<file path="src/hw/rtl/tce_pkg.sv">
// ----------------------------------------------------------------------------
// Tricorn escape-time package
// Shared widths, register indexes, reset values, record types and the
// Q4.28 saturation helper used by the front end and the iteration engine.
// ----------------------------------------------------------------------------
package tce_pkg;

    // Field widths
    localparam int COL_W      = 10;
    localparam int ROW_W      = 10;
    localparam int Q_W        = 32;
    localparam int STEP_W     = 31;
    localparam int CNT_W      = 16;
    localparam int FRAC_BITS  = 28;

    // Configuration port
    localparam int CFG_IDX_W  = 3;
    localparam int CFG_DATA_W = 32;

    localparam logic [CFG_IDX_W-1:0] CFG_STEP_RE    = 3'd0;
    localparam logic [CFG_IDX_W-1:0] CFG_STEP_IM    = 3'd1;
    localparam logic [CFG_IDX_W-1:0] CFG_OFFSET_RE  = 3'd2;
    localparam logic [CFG_IDX_W-1:0] CFG_OFFSET_IM  = 3'd3;
    localparam logic [CFG_IDX_W-1:0] CFG_ITER_LIMIT = 3'd4;

    localparam logic [STEP_W-1:0] STEP_RESET   = 31'd1048576;
    localparam logic [Q_W-1:0]    OFFSET_RESET = 32'd0;
    localparam logic [CNT_W-1:0]  LIMIT_RESET  = 16'd50;

    // Wide intermediate width for saturation
    localparam int SAT_W = 48;

    // Squared-part width: floor(x*x / 2^28) with |x| <= 2^31
    localparam int SQ_W = 2*Q_W - 1 - FRAC_BITS;
    // Cross-term width: floor(x*y / 2^27)
    localparam int XY_W = 2*Q_W - FRAC_BITS + 1;

    // Job queue between front end and engine
    localparam int QDEPTH = 2;
    localparam int QAW    = (QDEPTH > 1) ? $clog2(QDEPTH) : 1;
    localparam int QCW    = $clog2(QDEPTH + 1);

    typedef struct packed {
        logic [STEP_W-1:0] step_re;
        logic [STEP_W-1:0] step_im;
        logic [Q_W-1:0]    offset_re;
        logic [Q_W-1:0]    offset_im;
        logic [CNT_W-1:0]  iter_limit;
    } tce_cfg_t;

    typedef struct packed {
        logic [COL_W-1:0] col;
        logic [ROW_W-1:0] row;
        logic [Q_W-1:0]   c_re;
        logic [Q_W-1:0]   c_im;
    } tce_job_t;

    typedef struct packed {
        logic [COL_W-1:0] out_col;
        logic [ROW_W-1:0] out_row;
        logic [CNT_W-1:0] iteration_count;
        logic             escaped;
    } tce_result_t;

    // Clamp a wide signed value to the Q4.28 range
    function automatic logic [Q_W-1:0] sat_q(input logic [SAT_W-1:0] v);
        logic in_range;
        in_range = (v[SAT_W-1:Q_W-1] == {(SAT_W-Q_W+1){v[SAT_W-1]}});
        if (in_range)
        begin
            return v[Q_W-1:0];
        end
        else if (v[SAT_W-1])
        begin
            return {1'b1, {(Q_W-1){1'b0}}};
        end
        else
        begin
            return {1'b0, {(Q_W-1){1'b1}}};
        end
    endfunction

endpackage

</file>
<file path="src/hw/rtl/tce_if.sv">
// ----------------------------------------------------------------------------
// Tricorn escape-time channel interfaces
// Valid/ready channels for pixel input, result output and register writes.
// ----------------------------------------------------------------------------
interface tce_pixel_if import tce_pkg::*; ();
    logic             valid;
    logic             ready;
    logic [COL_W-1:0] pixel_col;
    logic [ROW_W-1:0] pixel_row;

    modport source (output valid, output pixel_col, output pixel_row, input ready);
    modport sink   (input valid, input pixel_col, input pixel_row, output ready);
endinterface


</file>
<file path="src/hw/rtl/tce_front.sv">
// ----------------------------------------------------------------------------
// Tricorn coordinate front end
// Accepts pixels, multiplies the centered pixel index by the step, then adds
// the pan with saturation and pushes the complex point into the job queue.
// ----------------------------------------------------------------------------
module tce_front import tce_pkg::*;
#(
    parameter int WIDTH  = 1024,
    parameter int HEIGHT = 1024
)
(
    input  logic              clk,
    input  logic              rst_n,
    input  tce_cfg_t          cfg_q,
    tce_pixel_if.sink         pixel,
    input  logic              q_full,
    output logic              q_push,
    output tce_job_t          q_data
);

    localparam int HALF_W = WIDTH / 2;
    localparam int HALF_H = HEIGHT / 2;
    localparam int COL_MAX = (1 << COL_W) - 1;
    localparam int ROW_MAX = (1 << ROW_W) - 1;
    // Signed width that holds col - WIDTH/2 and row - HEIGHT/2
    localparam int DC_W = $clog2(((HALF_W > COL_MAX) ? HALF_W : COL_MAX) + 1) + 1;
    localparam int DR_W = $clog2(((HALF_H > ROW_MAX) ? HALF_H : ROW_MAX) + 1) + 1;
    localparam int PC_W = DC_W + Q_W;
    localparam int PR_W = DR_W + Q_W;

    logic                    s1_valid_reg, s1_valid_next;
    logic [COL_W-1:0]        col_reg;
    logic [ROW_W-1:0]        row_reg;
    logic signed [PC_W-1:0]  prod_re_reg;
    logic signed [PR_W-1:0]  prod_im_reg;

    logic                    accept;
    logic signed [DC_W-1:0]  dc;
    logic signed [DR_W-1:0]  dr;
    logic signed [PC_W-1:0]  prod_re;
    logic signed [PR_W-1:0]  prod_im;
    logic [SAT_W-1:0]        sum_re;
    logic [SAT_W-1:0]        sum_im;

    // Stage 1 is free when empty or draining into the queue this cycle
    assign q_push      = s1_valid_reg && !q_full;
    assign pixel.ready = !s1_valid_reg || !q_full;
    assign accept      = pixel.valid && pixel.ready;

    // Centered pixel index times step
    assign dc = $signed({{(DC_W-COL_W){1'b0}}, pixel.pixel_col}) - $signed(DC_W'(HALF_W));
    assign dr = $signed({{(DR_W-ROW_W){1'b0}}, pixel.pixel_row}) - $signed(DR_W'(HALF_H));

    assign prod_re = $signed({{(PC_W-DC_W){dc[DC_W-1]}}, dc})
                   * $signed({{(PC_W-STEP_W){1'b0}}, cfg_q.step_re});
    assign prod_im = $signed({{(PR_W-DR_W){dr[DR_W-1]}}, dr})
                   * $signed({{(PR_W-STEP_W){1'b0}}, cfg_q.step_im});

    always_comb
    begin
        s1_valid_next = s1_valid_reg;
        if (accept)
        begin
            s1_valid_next = 1'b1;
        end
        else if (q_push)
        begin
            s1_valid_next = 1'b0;
        end
    end

    always_ff @(posedge clk or negedge rst_n)
    begin
        if (!rst_n)
        begin
            s1_valid_reg <= 1'b0;
        end
        else
        begin
            s1_valid_reg <= s1_valid_next;
        end
    end

    always_ff @(posedge clk)
    begin
        if (accept)
        begin
            col_reg     <= pixel.pixel_col;
            row_reg     <= pixel.pixel_row;
            prod_re_reg <= prod_re;
            prod_im_reg <= prod_im;
        end
    end

    // Stage 2: add pan and clamp to Q4.28
    assign sum_re = $signed({{(SAT_W-PC_W){prod_re_reg[PC_W-1]}}, prod_re_reg})
                  + $signed({{(SAT_W-Q_W){cfg_q.offset_re[Q_W-1]}}, cfg_q.offset_re});
    assign sum_im = $signed({{(SAT_W-PR_W){prod_im_reg[PR_W-1]}}, prod_im_reg})
                  + $signed({{(SAT_W-Q_W){cfg_q.offset_im[Q_W-1]}}, cfg_q.offset_im});

    assign q_data.col  = col_reg;
    assign q_data.row  = row_reg;
    assign q_data.c_re = sat_q(sum_re);
    assign q_data.c_im = sat_q(sum_im);

endmodule

</file>
<file path="src/flat_wrapper.sv">
// flat-port wrapper written by rule: the top's interface ports become plain ports
module tce_front_flat import tce_pkg::*;
#(
    parameter int WIDTH  = 1024,
    parameter int HEIGHT = 1024
)
  (clk, rst_n, cfg_q, q_full, q_push, q_data, pixel_valid, pixel_pixel_col, pixel_pixel_row, pixel_ready);
  tce_pixel_if pixel_i ();
  input  logic clk;
  input  logic rst_n;
  input  tce_cfg_t cfg_q;
  input  logic q_full;
  output logic q_push;
  output tce_job_t q_data;
  input wire logic [$bits(pixel_i.valid)-1:0] pixel_valid;
  input wire logic [$bits(pixel_i.pixel_col)-1:0] pixel_pixel_col;
  input wire logic [$bits(pixel_i.pixel_row)-1:0] pixel_pixel_row;
  output wire logic [$bits(pixel_i.ready)-1:0] pixel_ready;
  assign pixel_i.valid = pixel_valid;
  assign pixel_i.pixel_col = pixel_pixel_col;
  assign pixel_i.pixel_row = pixel_pixel_row;
  assign pixel_ready = pixel_i.ready;
  tce_front #(.WIDTH(WIDTH), .HEIGHT(HEIGHT)) u_core (.clk(clk), .rst_n(rst_n), .cfg_q(cfg_q), .pixel(pixel_i), .q_full(q_full), .q_push(q_push), .q_data(q_data));
endmodule
</file>
<file path="config.mk">
export PLATFORM = sky130hd
export DESIGN_NAME = tce_front_flat
export DESIGN_NICKNAME = d
export VERILOG_FILES = /design/src/hw/rtl/tce_pkg.sv /design/src/hw/rtl/tce_if.sv /design/src/hw/rtl/tce_front.sv /design/src/flat_wrapper.sv
export SDC_FILE = /design/constraint.sdc
export NUM_CORES = 2
export LEC_CHECK = 0
export BUFFER_PORTS_ARGS = -buffer_cell sky130_fd_sc_hd__buf_2
export CORE_MARGIN = 4
export CORE_UTILIZATION = 68
export DETAILED_ROUTE_END_ITERATION = 8
export GPL_ROUTABILITY_DRIVEN = 0
export GPL_TIMING_DRIVEN = 0
export PLACE_DENSITY = 0.95
export SLEW_MARGIN = 40
export SYNTH_ARGS = -nofsm -noshare
export SYNTH_HDL_FRONTEND = slang
export SYNTH_SLANG_ARGS = --single-unit
</file>
<file path="constraint.sdc">
create_clock -name clk -period 16.4 [get_ports clk]
set_clock_uncertainty 0.15 [all_clocks]
set_input_delay 3.28 -clock clk [delete_from_list [all_inputs] [get_ports clk]]
set_output_delay 3.28 -clock clk [all_outputs]
set_load 0.05 [all_outputs]
</file>
==> impl_metrics.toml <==
[outcome]
outcome = "complete, no violations"

[cts]
cts_root_buf = "clkbuf_16"
cts_max_level = 3
cts_buffers = 9
max-clock-path-buffers = 2
cts.repair.resized = 0
cts_hold_buffers = 0
post_cts_buffers = 0
clk_pin_slew_ns = 0.08
clock_latency_ns = 0.38
cts_tree = "yes"
clock_sinks = 107

[setup_path]
worstSetupPathType = "input port to primary output"
r2r-start = "u_core.s1_valid_reg$_DFFE_PN0P_"
timing.rr.end = "u_core.prod_im_reg[36]$_DFFE_PP_"
path_delay_family = "compound AO/OA/AOI/OAI gates"
cp_slowest_cell = "a2111oi_4"
path_common_cell = "buf_2"
cp-end-kind = "primary output"
crit_chain = "buf_2 > ha_1 > buf_4 > nand4_1 > nor3_1 > nand2_1 > a211oi_2 > o21a_2 > a41oi_2 > o21ai_1 > xor2_1 > or4_4 > a2111oi_4 > buf_6 > mux2i_1 > buf_2"
required_ns = 12.97
path_buf_inv = 4
max_stage_delay_ns = 0.69
r2r_cells = 4
crit_fanout = 10
cp-start-kind = "input port"
r2r_slack_ns = 14.38
critPathArrivalTime_ns = 7.90

[timing]
hold_violations = 0
hold_ws_ns = 0.3767
rsz0062_at_grt = "no"
post-route-period-util_pct = 69.07
fmax_ghz = 0.08828
min_period_ns = 11.33
report.final.slew_viol_count = 0
tightest_slew_ns = 0.8979
setup_tns_ns = 0
fin_ws_ns = 5.073
finalSetupViolations = 0
slew_headroom_pct = 40.14

[cells_and_area]
drive_gt1_share_pct = 8.406
num-nets-final = 4777
area_growth_pct = 7.321
instances_no_fill = 4385
layout_common_cells = "648 x inv_1, 524 x fa_1, 446 x nand2_1"
layout_commonest_cell = "inv_1"
nFillCells = 2924

[power]
vdd_drop_max_mv = 0.2466
leakage_uw = 0.01629
power.density_nw_per_um2 = 222.2

[route]
drt-initial-drc-count = 3136
via_count = 26970
drc_errors = 0
wl_mm = 87.37
vias_per_cell = 6.151
wire_per_inst_um = 19.92
drtPass1Iterations = 7
ant_nets = 0

[synth]
ys_ff_latch = 107
ys_warn_count = 0
async_reset_ff_share_pct = 0.9346
syn_area_sq_um = 31060
ys_seq_area_share_pct = 10.33
synth.distinct_cells = 84
synth_area_per_cell_sq_um = 8.798
syn-instance-count = 3530
synth-edff-count = 106
syn_nets = 4528
synth_ff_type = "edfxtp_1"

[floorplan]
core_sq_um = 45280
die_x_um = 221.7
initial_core_util_pct = 68.58
die_h_um = 221.7
ios = 252
die-area_sq_um = 49150
rows = 78

[placement]
io_buffer_count = 235
dp_cells = 4368
dpl.hpwl_mm = 72.36
place_ws_ns = 5.221

[worst_hold_path]
min_to = "u_core.s1_valid_reg$_DFFE_PN0P_"
holdCritPathClass = "flip-flop to flip-flop"
hp-start = "u_core.s1_valid_reg$_DFFE_PN0P_"
holdPathStages = 2

[grt]
track_usage_pct = 35.17
grt_pass1_wl_mm = 140.0
first_global_vias = 27610
grt_overflow = 0
grt_max_degree = 39
grt_antenna_before_repair = 5

[run]
cap_viol_max_count = 0
-- metrics by stage --
| stage | util, % | area (sq um) | power (uW) |
|---|---|---|---|
| CTS | 73.57 | 33320 | 7185 |
| detailed placement | 72.97 | 33040 | 6902 |
| global placement | 72.84 | 32980 | 6534 |
| global route | 73.60 | 33330 | 7978 |
| finish | 73.60 | 33330 | 7405 |
| floorplan | - | 31060 | 5291 |
-- synthesized netlist by cell type, types with 27 or more instances --
| cell type | instances | share of area (%) |
|---|---|---|
| nor2b_1 | 64 | 1.3 |
| a21oi_1 | 152 | 2.4 |
| nor3_1 | 27 | 0.44 |
| xor2_1 | 59 | 1.7 |
| nand3_1 | 37 | 0.60 |
| edfxtp_1 | 106 | 10 |
| mux2i_1 | 65 | 2.1 |
| fa_1 | 524 | 34 |
| a21o_1 | 78 | 1.9 |
| and2_1 | 232 | 4.7 |
| o21ai_0 | 75 | 1.2 |
| clkbuf_1 | 153 | 1.8 |
| nor2_1 | 134 | 1.6 |
| nand2_1 | 446 | 5.4 |
| inv_1 | 648 | 7.8 |
| ha_1 | 308 | 12 |
| xnor2_1 | 84 | 2.4 |
-- final cells by class --
cell class | count | area [sq um] | share of cell area, %
diodes | 2 | 5.005 | 0.01502
plain buffers | 178 | 723.2 | 2.170
clock buffers | 9 | 225.2 | 0.6757
clock inverters | 6 | 50.05 | 0.1502
flip-flops and latches | 107 | 3208 | 9.625
well taps | 600 | 750.7 | 2.252
repair buffers | 238 | 1220 | 3.660
inverters | 650 | 2440 | 7.320
multi-input cells | 2595 | 24710 | 74.13
-- cells by family after synthesis --
kind of cell | after synthesis | share of synthesized area, %
adders and majority gates | 832 | 46.19
DFF | 107 | 10.33
xor gates and xnor gates | 143 | 4.033
buffers and inverters | 828 | 10.18
muxes | 65 | 2.095
AOI/OAI and AO/OA | 505 | 10.75
and+or+nand+nor | 1050 | 16.42
-- layer usage --
layer / global-route usage, % / vias up / wire length, um
met1: 45.89 / 12960 / 32130
li1: - / 11690 / -
met4: 17.37 / 8 / 5530
met5: 0 / - / 44
met3: 9.718 / 457 / 10860
met2: 54.67 / 1865 / 38810
-- worst max path at each step --
| stage | startpoint | end | slack (ns) | depth (start not counted) |
|---|---|---|---|---|
| after floorplan | cfg_q[16] | q_data[10] | 5.62 | 15 |
| after global placement | cfg_q[47] | q_data[21] | 5.20 | 16 |
| after detailed placement | cfg_q[16] | q_data[16] | 5.22 | 17 |
| after CTS | cfg_q[16] | q_data[16] | 5.20 | 17 |
| after global routing | cfg_q[16] | q_data[21] | 4.93 | 17 |
| final | cfg_q[42] | q_data[16] | 5.07 | 16 |
-- tightest hold or removal path: cells and delay by family, from the launching register on --
family        cells  cell delay (ns)
flops             1             0.34
simple gates      2             0.15
-- power by group --
part / internal, uW / switching, uW / leakage, uW
Combinational: 2440 / 4050 / 0.0151
Clock: 104 / 113 / 0.000135
Sequential: 656 / 49.1 / 0.00102
(Power assumes the default switching activity.)
