File: config.mk
export PLATFORM = sky130hd
export DESIGN_NAME = tce_queue
export DESIGN_NICKNAME = d
export VERILOG_FILES = /design/src/hw/rtl/tce_pkg.sv /design/src/hw/rtl/tce_queue.sv
export SDC_FILE = /design/constraint.sdc
export NUM_CORES = 1
export LEC_CHECK = 0
export BUFFER_PORTS_ARGS = -buffer_cell sky130_fd_sc_hd__buf_2
export CORE_ASPECT_RATIO = 0.7
export CORE_MARGIN = 5
export CORE_UTILIZATION = 50
export CTS_CLUSTER_DIAMETER = 60
export DETAILED_ROUTE_END_ITERATION = 7
export PLACE_DENSITY = 0.78
export SLEW_MARGIN = 20
export SYNTH_ARGS = -nofsm -noshare
export SYNTH_HDL_FRONTEND = slang
export SYNTH_SLANG_ARGS = --single-unit
File: constraint.sdc
create_clock -name clk -period 13.4 [get_ports clk]
set_input_delay 1.34 -clock clk [delete_from_list [all_inputs] [get_ports clk]]
set_output_delay 1.34 -clock clk [all_outputs]
set_load 0.01 [all_outputs]
File: src/hw/rtl/tce_pkg.sv
// ----------------------------------------------------------------------------
// Tricorn escape-time package
// Shared widths, register indexes, reset values, record types and the
// Q4.28 saturation helper used by the front end and the iteration engine.
// ----------------------------------------------------------------------------
package tce_pkg;

    // Field widths
    localparam int COL_W      = 10;
    localparam int ROW_W      = 10;
    localparam int Q_W        = 32;
    localparam int STEP_W     = 31;
    localparam int CNT_W      = 16;
    localparam int FRAC_BITS  = 28;

    // Configuration port
    localparam int CFG_IDX_W  = 3;
    localparam int CFG_DATA_W = 32;

    localparam logic [CFG_IDX_W-1:0] CFG_STEP_RE    = 3'd0;
    localparam logic [CFG_IDX_W-1:0] CFG_STEP_IM    = 3'd1;
    localparam logic [CFG_IDX_W-1:0] CFG_OFFSET_RE  = 3'd2;
    localparam logic [CFG_IDX_W-1:0] CFG_OFFSET_IM  = 3'd3;
    localparam logic [CFG_IDX_W-1:0] CFG_ITER_LIMIT = 3'd4;

    localparam logic [STEP_W-1:0] STEP_RESET   = 31'd1048576;
    localparam logic [Q_W-1:0]    OFFSET_RESET = 32'd0;
    localparam logic [CNT_W-1:0]  LIMIT_RESET  = 16'd50;

    // Wide intermediate width for saturation
    localparam int SAT_W = 48;

    // Squared-part width: floor(x*x / 2^28) with |x| <= 2^31
    localparam int SQ_W = 2*Q_W - 1 - FRAC_BITS;
    // Cross-term width: floor(x*y / 2^27)
    localparam int XY_W = 2*Q_W - FRAC_BITS + 1;

    // Job queue between front end and engine
    localparam int QDEPTH = 2;
    localparam int QAW    = (QDEPTH > 1) ? $clog2(QDEPTH) : 1;
    localparam int QCW    = $clog2(QDEPTH + 1);

    typedef struct packed {
        logic [STEP_W-1:0] step_re;
        logic [STEP_W-1:0] step_im;
        logic [Q_W-1:0]    offset_re;
        logic [Q_W-1:0]    offset_im;
        logic [CNT_W-1:0]  iter_limit;
    } tce_cfg_t;

    typedef struct packed {
        logic [COL_W-1:0] col;
        logic [ROW_W-1:0] row;
        logic [Q_W-1:0]   c_re;
        logic [Q_W-1:0]   c_im;
    } tce_job_t;

    typedef struct packed {
        logic [COL_W-1:0] out_col;
        logic [ROW_W-1:0] out_row;
        logic [CNT_W-1:0] iteration_count;
        logic             escaped;
    } tce_result_t;

    // Clamp a wide signed value to the Q4.28 range
    function automatic logic [Q_W-1:0] sat_q(input logic [SAT_W-1:0] v);
        logic in_range;
        in_range = (v[SAT_W-1:Q_W-1] == {(SAT_W-Q_W+1){v[SAT_W-1]}});
        if (in_range)
        begin
            return v[Q_W-1:0];
        end
        else if (v[SAT_W-1])
        begin
            return {1'b1, {(Q_W-1){1'b0}}};
        end
        else
        begin
            return {1'b0, {(Q_W-1){1'b1}}};
        end
    endfunction

endpackage

File: src/hw/rtl/tce_queue.sv
// ----------------------------------------------------------------------------
// Tricorn job queue
// Short register queue that decouples the coordinate front end from the
// iteration engine.
// ----------------------------------------------------------------------------
module tce_queue import tce_pkg::*;
(
    input  logic     clk,
    input  logic     rst_n,
    input  logic     push,
    input  tce_job_t push_data,
    input  logic     pop,
    output tce_job_t pop_data,
    output logic     full,
    output logic     empty
);

    tce_job_t           entry_reg [QDEPTH];
    logic [QAW-1:0]     wr_ptr_reg, wr_ptr_next;
    logic [QAW-1:0]     rd_ptr_reg, rd_ptr_next;
    logic [QCW-1:0]     count_reg, count_next;

    assign full     = (count_reg == QCW'(QDEPTH));
    assign empty    = (count_reg == '0);
    assign pop_data = entry_reg[rd_ptr_reg];

    // Pointer and fill count update
    always_comb
    begin
        wr_ptr_next = wr_ptr_reg;
        rd_ptr_next = rd_ptr_reg;
        count_next  = count_reg;
        if (push)
        begin
            wr_ptr_next = (wr_ptr_reg == QAW'(QDEPTH-1)) ? '0 : wr_ptr_reg + 1'b1;
        end
        if (pop)
        begin
            rd_ptr_next = (rd_ptr_reg == QAW'(QDEPTH-1)) ? '0 : rd_ptr_reg + 1'b1;
        end
        if (push && !pop)
        begin
            count_next = count_reg + 1'b1;
        end
        else if (pop && !push)
        begin
            count_next = count_reg - 1'b1;
        end
    end

    always_ff @(posedge clk or negedge rst_n)
    begin
        if (!rst_n)
        begin
            wr_ptr_reg <= '0;
            rd_ptr_reg <= '0;
            count_reg  <= '0;
        end
        else
        begin
            wr_ptr_reg <= wr_ptr_next;
            rd_ptr_reg <= rd_ptr_next;
            count_reg  <= count_next;
        end
    end

    // Entry storage
    always_ff @(posedge clk)
    begin
        if (push)
        begin
            entry_reg[wr_ptr_reg] <= push_data;
        end
    end

endmodule

==> impl_metrics.toml, run 1 <==
[layout]
final_common_cell = "buf_2"
area_growth_pct = 25.8
final_util = 0.638
layout-drive-gt1-share = 0.511
diodes = 0
final_cell_mix = "173 x buf_2, 168 x edfxtp_1, 50 x mux2_1, 34 x mux2_2, 17 x clkbuf_16"
layout.nets = 552
fin_cells = 638
largest_reg_flops = 168

[global_routing]
top_usage_layer = "met2"
grt_pass1_wl_microns = 17300
met1_usage = 0.195
grt_usage = 0.153
met3_usage = 0.0631
first_global_vias = 3376
antenna_found_initial = 1
grt_start_max_net_pins = 86
overflow = 0
grt.met2_usage = 0.244

[timing]
finClkSkew_ns = 0.00829
setup-tns-final_ns = 0
slew_headroom = 0.456
timing.final.crit_share = 0.256
fmax_ghz = 0.291
min_period_ns = 3.43
hold_slack_ns = 0.495
setup_viol = 0
finalHoldViolations = 0
drv_slew = 0
fin_ws_ns = 9.97
rsz0062_at_grt = "false"
worst_pin_slew_ns = 0.816

[clocking]
cts.sinks = 172
hold_buffers = 0
insertion_delay_ns = 0.41
root_buffer = "clkbuf_16"
cts_buffer_depth = 2
ctsResizeCount = 0
postCtsSetupRepairBufs = 0
cts_tree = "done"
htreeDepth = 4
cts_buffers = 17
clkTransAtPathRegs_ns = 0.07

[placed_design]
gp_congestion = 0.777
port_buffers = 173
dp_slack_ns = 10.26
place_hpwl_microns = 7160
dp.cells = 604

[power]
seqPwrFrac = 0.471
p_int_uw = 1150
ir_drop_mv = 0.113
p_leak_uw = 0.00298
clkPwrFrac = 0.271
powerDensity_nw_per_um2 = 206
p_switching_uw = 472
swShare = 0.291
power_frac_comb = 0.258

[critical_path]
start_kind = "flip-flop"
cp_top_family = "flip-flops"
arrival_ns = 2.09
cp_num_buf_inv = 2
slowest_delay_ns = 0.79
crit_fanout = 46
worst_setup_path_end_kind = "output port"
critPathRequiredTime_ns = 12.06
critical_path_class = "flip-flop to output port"
cpMaxStageDelayCell = "dfrtp_4"
crit_chain = "buf_16, mux2_1, buf_2"

[routing]
drtIter0Drc = 170
wl_microns = 11200
dr.pass1.iters = 4
drc = 0
post_drt_wl_per_cell_microns = 17.6
via_per_inst = 4.95
vias = 3157
antenna_left = 0

[synthesis]
synth_area_leaders = "edfxtp_1 81%, mux2_1 9.0%, mux2_2 6.1%"
yosysSeqAreaShare = 0.822
synth_area_sq_um = 6260
synth.distinct_cells = 14
ys_warn_count = 0
syn_inst = 277
syn_area_per_cell_sq_um = 22.6
synth_nets = 366
synth_top_area_share = 0.806
synth_top_area_cell = "edfxtp_1"
synth_seq_cells = 172

[min_path]
hold_class = "flip-flop to flip-flop"

[floorplanning]
core_area_sq_um = 12300
fp.dieH_microns = 104
start_util = 0.507
dieArea_sq_um = 14900
std_cell_rows = 34
die_w_microns = 144
num_io_pins = 174

[status]
status = "complete, no violations"

[job]
drv_cap = 0
power groups by stage:
| stage | Sequential [uW] | Combinational [uW] | Clock, uW |
|---|---|---|---|
| after global placement | 798 | 382 | 0 |
| after CTS | 795 | 390 | 452 |
| final | 764 | 419 | 440 |
| after global routing | 775 | 454 | 476 |
| after detailed placement | 806 | 386 | 0 |
| after floorplan | 753 | 285 | 0 |
cell usage after synthesis, drive strengths merged:
cell    count
ha          1
mux2       84
nor2b       2
buf         9
edfxtp    168
xor2        4
nor2        2
and2        1
xnor2       1
dfrtp       4
inv         1
metal layers:
| metal | routed length [microns] | vias up |
|---|---|---|
| met2 | 5290 | 131 |
| met1 | 4840 | 1544 |
| li1 | - | 1471 |
| met3 | 1010 | 9 |
| met4 | 46 | 2 |
| met5 | 11 | - |
worst paths after layout:
path / slack, ns / cells after the start / endpoint / startpoint
min in group asynchronous: 0.73 / 1 / rd_ptr_reg$_DFFE_PN0P_ / rst_n
worst max register to register: 11.80 / 2 / entry_reg[0][80]$_DFFE_PP_ / wr_ptr_reg$_DFFE_PN0P_
worst max-delay path: 9.97 / 3 / pop_data[50] / rd_ptr_reg$_DFFE_PN0P_
max in group asynchronous: 12.53 / 1 / rd_ptr_reg$_DFFE_PN0P_ / rst_n
worst min-delay path: 0.49 / 1 / count_reg[1]$_DFFE_PN0P_ / count_reg[1]$_DFFE_PN0P_
worst min register to register: 0.49 / 1 / count_reg[1]$_DFFE_PN0P_ / count_reg[1]$_DFFE_PN0P_
final cells by class:
class	instances	area (sq um)
clock buffer	18	429
multi-input combinational	95	1040
sequential	172	5150
timing repair buffer	176	932
fill	888	4470
inverter	1	3.75
tap	162	203
clock inverter	14	113
cells by family after synthesis:
| group | synth area share |
|---|---|
| flops | 0.822 |
| fa+ha+maj | 0.00200 |
| buf+inv | 0.0132 |
| xor+xnor | 0.00700 |
| simple gates | 0.00420 |
| mux | 0.151 |
per-stage QoR:
| step | cell area [sq um] | power [uW] |
|---|---|---|
| 6_report | 7870 | 1620 |
| 5_1_grt | 7870 | 1700 |
| 4_1_cts | 7810 | 1640 |
| 3_5_place_dp | 7270 | 1190 |
| 3_3_place_gp | 7270 | 1180 |
| 2_1_floorplan | 6260 | 1040 |
No activity file was read; power rests on OpenSTA's default activity.
==> run 2: changes to the inputs <==
--- a/config.mk
+++ b/config.mk
@@ -8,10 +8,10 @@
 export BUFFER_PORTS_ARGS = -buffer_cell sky130_fd_sc_hd__buf_2
 export CORE_ASPECT_RATIO = 0.7
 export CORE_MARGIN = 5
-export CORE_UTILIZATION = 50
+export CORE_UTILIZATION = 47
 export CTS_CLUSTER_DIAMETER = 60
 export DETAILED_ROUTE_END_ITERATION = 7
-export PLACE_DENSITY = 0.78
+export PLACE_DENSITY = 0.77
 export SLEW_MARGIN = 20
 export SYNTH_ARGS = -nofsm -noshare
 export SYNTH_HDL_FRONTEND = slang
==> constraint.sdc (replaced) <==
create_clock -name clk -period 3 [get_ports clk]
set_input_delay 0.3 -clock clk [delete_from_list [all_inputs] [get_ports clk]]
set_output_delay 0.3 -clock clk [all_outputs]
set_load 0.01 [all_outputs]
==> impl_metrics.toml, run 2 (synthesis results as in run 1) <==
[status]
status = "complete, no violations"

[routing]
vias = 3168
drtIter0Drc = 146
post_drt_wl_per_cell_microns = 18.4
drc = 0
dr.pass1.iters = 4
antenna_left = 0
wl_microns = 11800
via_per_inst = 4.91

[power]
ir_drop_mv = 0.567
swShare = 0.288
p_int_uw = 5290
p_leak_uw = 0.00299
power_uw = 7430
clkPwrFrac = 0.286
powerDensity_nw_per_um2 = 939
power_frac_comb = 0.264
seqPwrFrac = 0.450
p_switching_uw = 2140

[layout]
area_growth_pct = 26.5
diodes = 0
largest_reg_flops = 168
fin_area_sq_um = 7910
layout.nets = 555
final_cell_mix = "173 x buf_2, 168 x edfxtp_1, 50 x mux2_1, 34 x mux2_2, 17 x clkbuf_16"
fin_cells = 645
layout-drive-gt1-share = 0.509
final_common_cell = "buf_2"

[floorplanning]
die_w_microns = 148
fp.dieH_microns = 107
std_cell_rows = 35
core_area_sq_um = 13100
start_util = 0.478
num_io_pins = 174
dieArea_sq_um = 15800

[critical_path]
crit_fanout = 29
rr_worst_depth = 2
arrival_ns = 2.00
worst_setup_path_end_kind = "output port"
r2r_end = "entry_reg[1][55]$_DFFE_PP_"
start_kind = "flip-flop"
r2r_start = "wr_ptr_reg$_DFFE_PN0P_"
critical_path_class = "flip-flop to output port"
ff2ff_setup_slack_ns = 1.35
critPathRequiredTime_ns = 2.70

[placed_design]
dp_slack_ns = 1.14
place_hpwl_microns = 7890
placed_cell_area_sq_um = 7330
port_buffers = 173
dp.cells = 612
gp_congestion = 0.750

[global_routing]
grt_pass1_wl_microns = 17800
top_usage_layer = "met2"
met3_usage = 0.0682
grt_start_max_net_pins = 52
antenna_found_initial = 0
overflow = 0
grt_usage = 0.151
met1_usage = 0.201
first_global_vias = 3381
grt.met2_usage = 0.222

[clocking]
cts_buffers = 17
htreeDepth = 4
cts_buffer_depth = 2
cts_tree = "done"
postCtsSetupRepairBufs = 0
insertion_delay_ns = 0.41
hold_buffers = 1
clkTransAtPathRegs_ns = 0.06
ctsResizeCount = 0
root_buffer = "clkbuf_16"
cts.sinks = 172

[timing]
min_period_ns = 2.30
setup-tns-final_ns = 0
setup_viol = 0
worst_pin_slew_ns = 0.708
slew_headroom = 0.528
fin_ws_ns = 0.705
fmax_ghz = 0.436
finClkSkew_ns = 0.00544
rsz0062_at_grt = "false"
timing.final.crit_share = 0.765
drv_slew = 0
finalHoldViolations = 0

[job]
drv_cap = 0

[min_path]
hold_path_end = "entry_reg[0][57]$_DFFE_PP_"
hold_path_startpoint = "push_data[57]"
hold_class = "primary input to flip-flop"
hold_depth = 1
run 2: changes by cell type in the layout (fill, tap and decap cells not counted), moves of 2 or more:
| cell | previous run | this run |
|---|---|---|
| clkinv_4 | 5 | 0 |
| clkinvlp_4 | 3 | 5 |
| buf_16 | 2 | 0 |
| buf_4 | 0 | 3 |
| buf_12 | 0 | 2 |
| bufinv_16 | 0 | 2 |
run 2: metrics by stage:
stage | util | hold WS (ns)
6_report | 0.604 | 0.0717
5_1_grt | 0.604 | 0.0455
4_1_cts | 0.604 | 0.0468
3_5_place_dp | 0.560 | 0.123
3_3_place_gp | 0.560 | 0.118
2_1_floorplan | - | 0.00441
run 2: worst max path at each step:
stage | cells past startpoint | endpoint | from | slack (ns)
finish | 3 | pop_data[25] | rd_ptr_reg$_DFFE_PN0P_ | 0.70
global route | 3 | pop_data[25] | rd_ptr_reg$_DFFE_PN0P_ | 0.62
CTS | 3 | pop_data[25] | rd_ptr_reg$_DFFE_PN0P_ | 0.68
detailed placement | 3 | pop_data[25] | rd_ptr_reg$_DFFE_PN0P_ | 1.14
global placement | 3 | pop_data[41] | rd_ptr_reg$_DFFE_PN0P_ | 1.18
floorplan | 1 | entry_reg[1][0]$_DFFE_PP_ | wr_ptr_reg$_DFFE_PN0P_ | 0.17
run 2: routing by layer:
layer  vias up  wire length [microns]
met5         -                      0
met4         0                    115
met3        11                   1150
met2       137                   5300
met1      1546                   5260
li1       1474                      -
run 2: worst max-delay path: stages, from the launching register on:
cell	delay (ns)
dfrtp_4	0.58
buf_4	0.42
mux2_1	0.41
buf_2	0.16
run 2: power groups by stage:
stage	Clock (uW)	Sequential [uW]	Combinational, uW
floorplan	0	3340	1280
global placement	0	3370	1970
detailed placement	0	3400	1980
CTS	2180	3350	2000
global route	2270	3380	2130
finish	2130	3350	1960
run 2: cell type report:
type                    count  area (sq um)
flip-flops and latches    172          5150
well taps                 166           208
clock inverters            13           141
repair buffers            179           938
multi-input cells          95          1040
inverters                   1          3.75
clock buffers              19           433
fillers                   966          5180
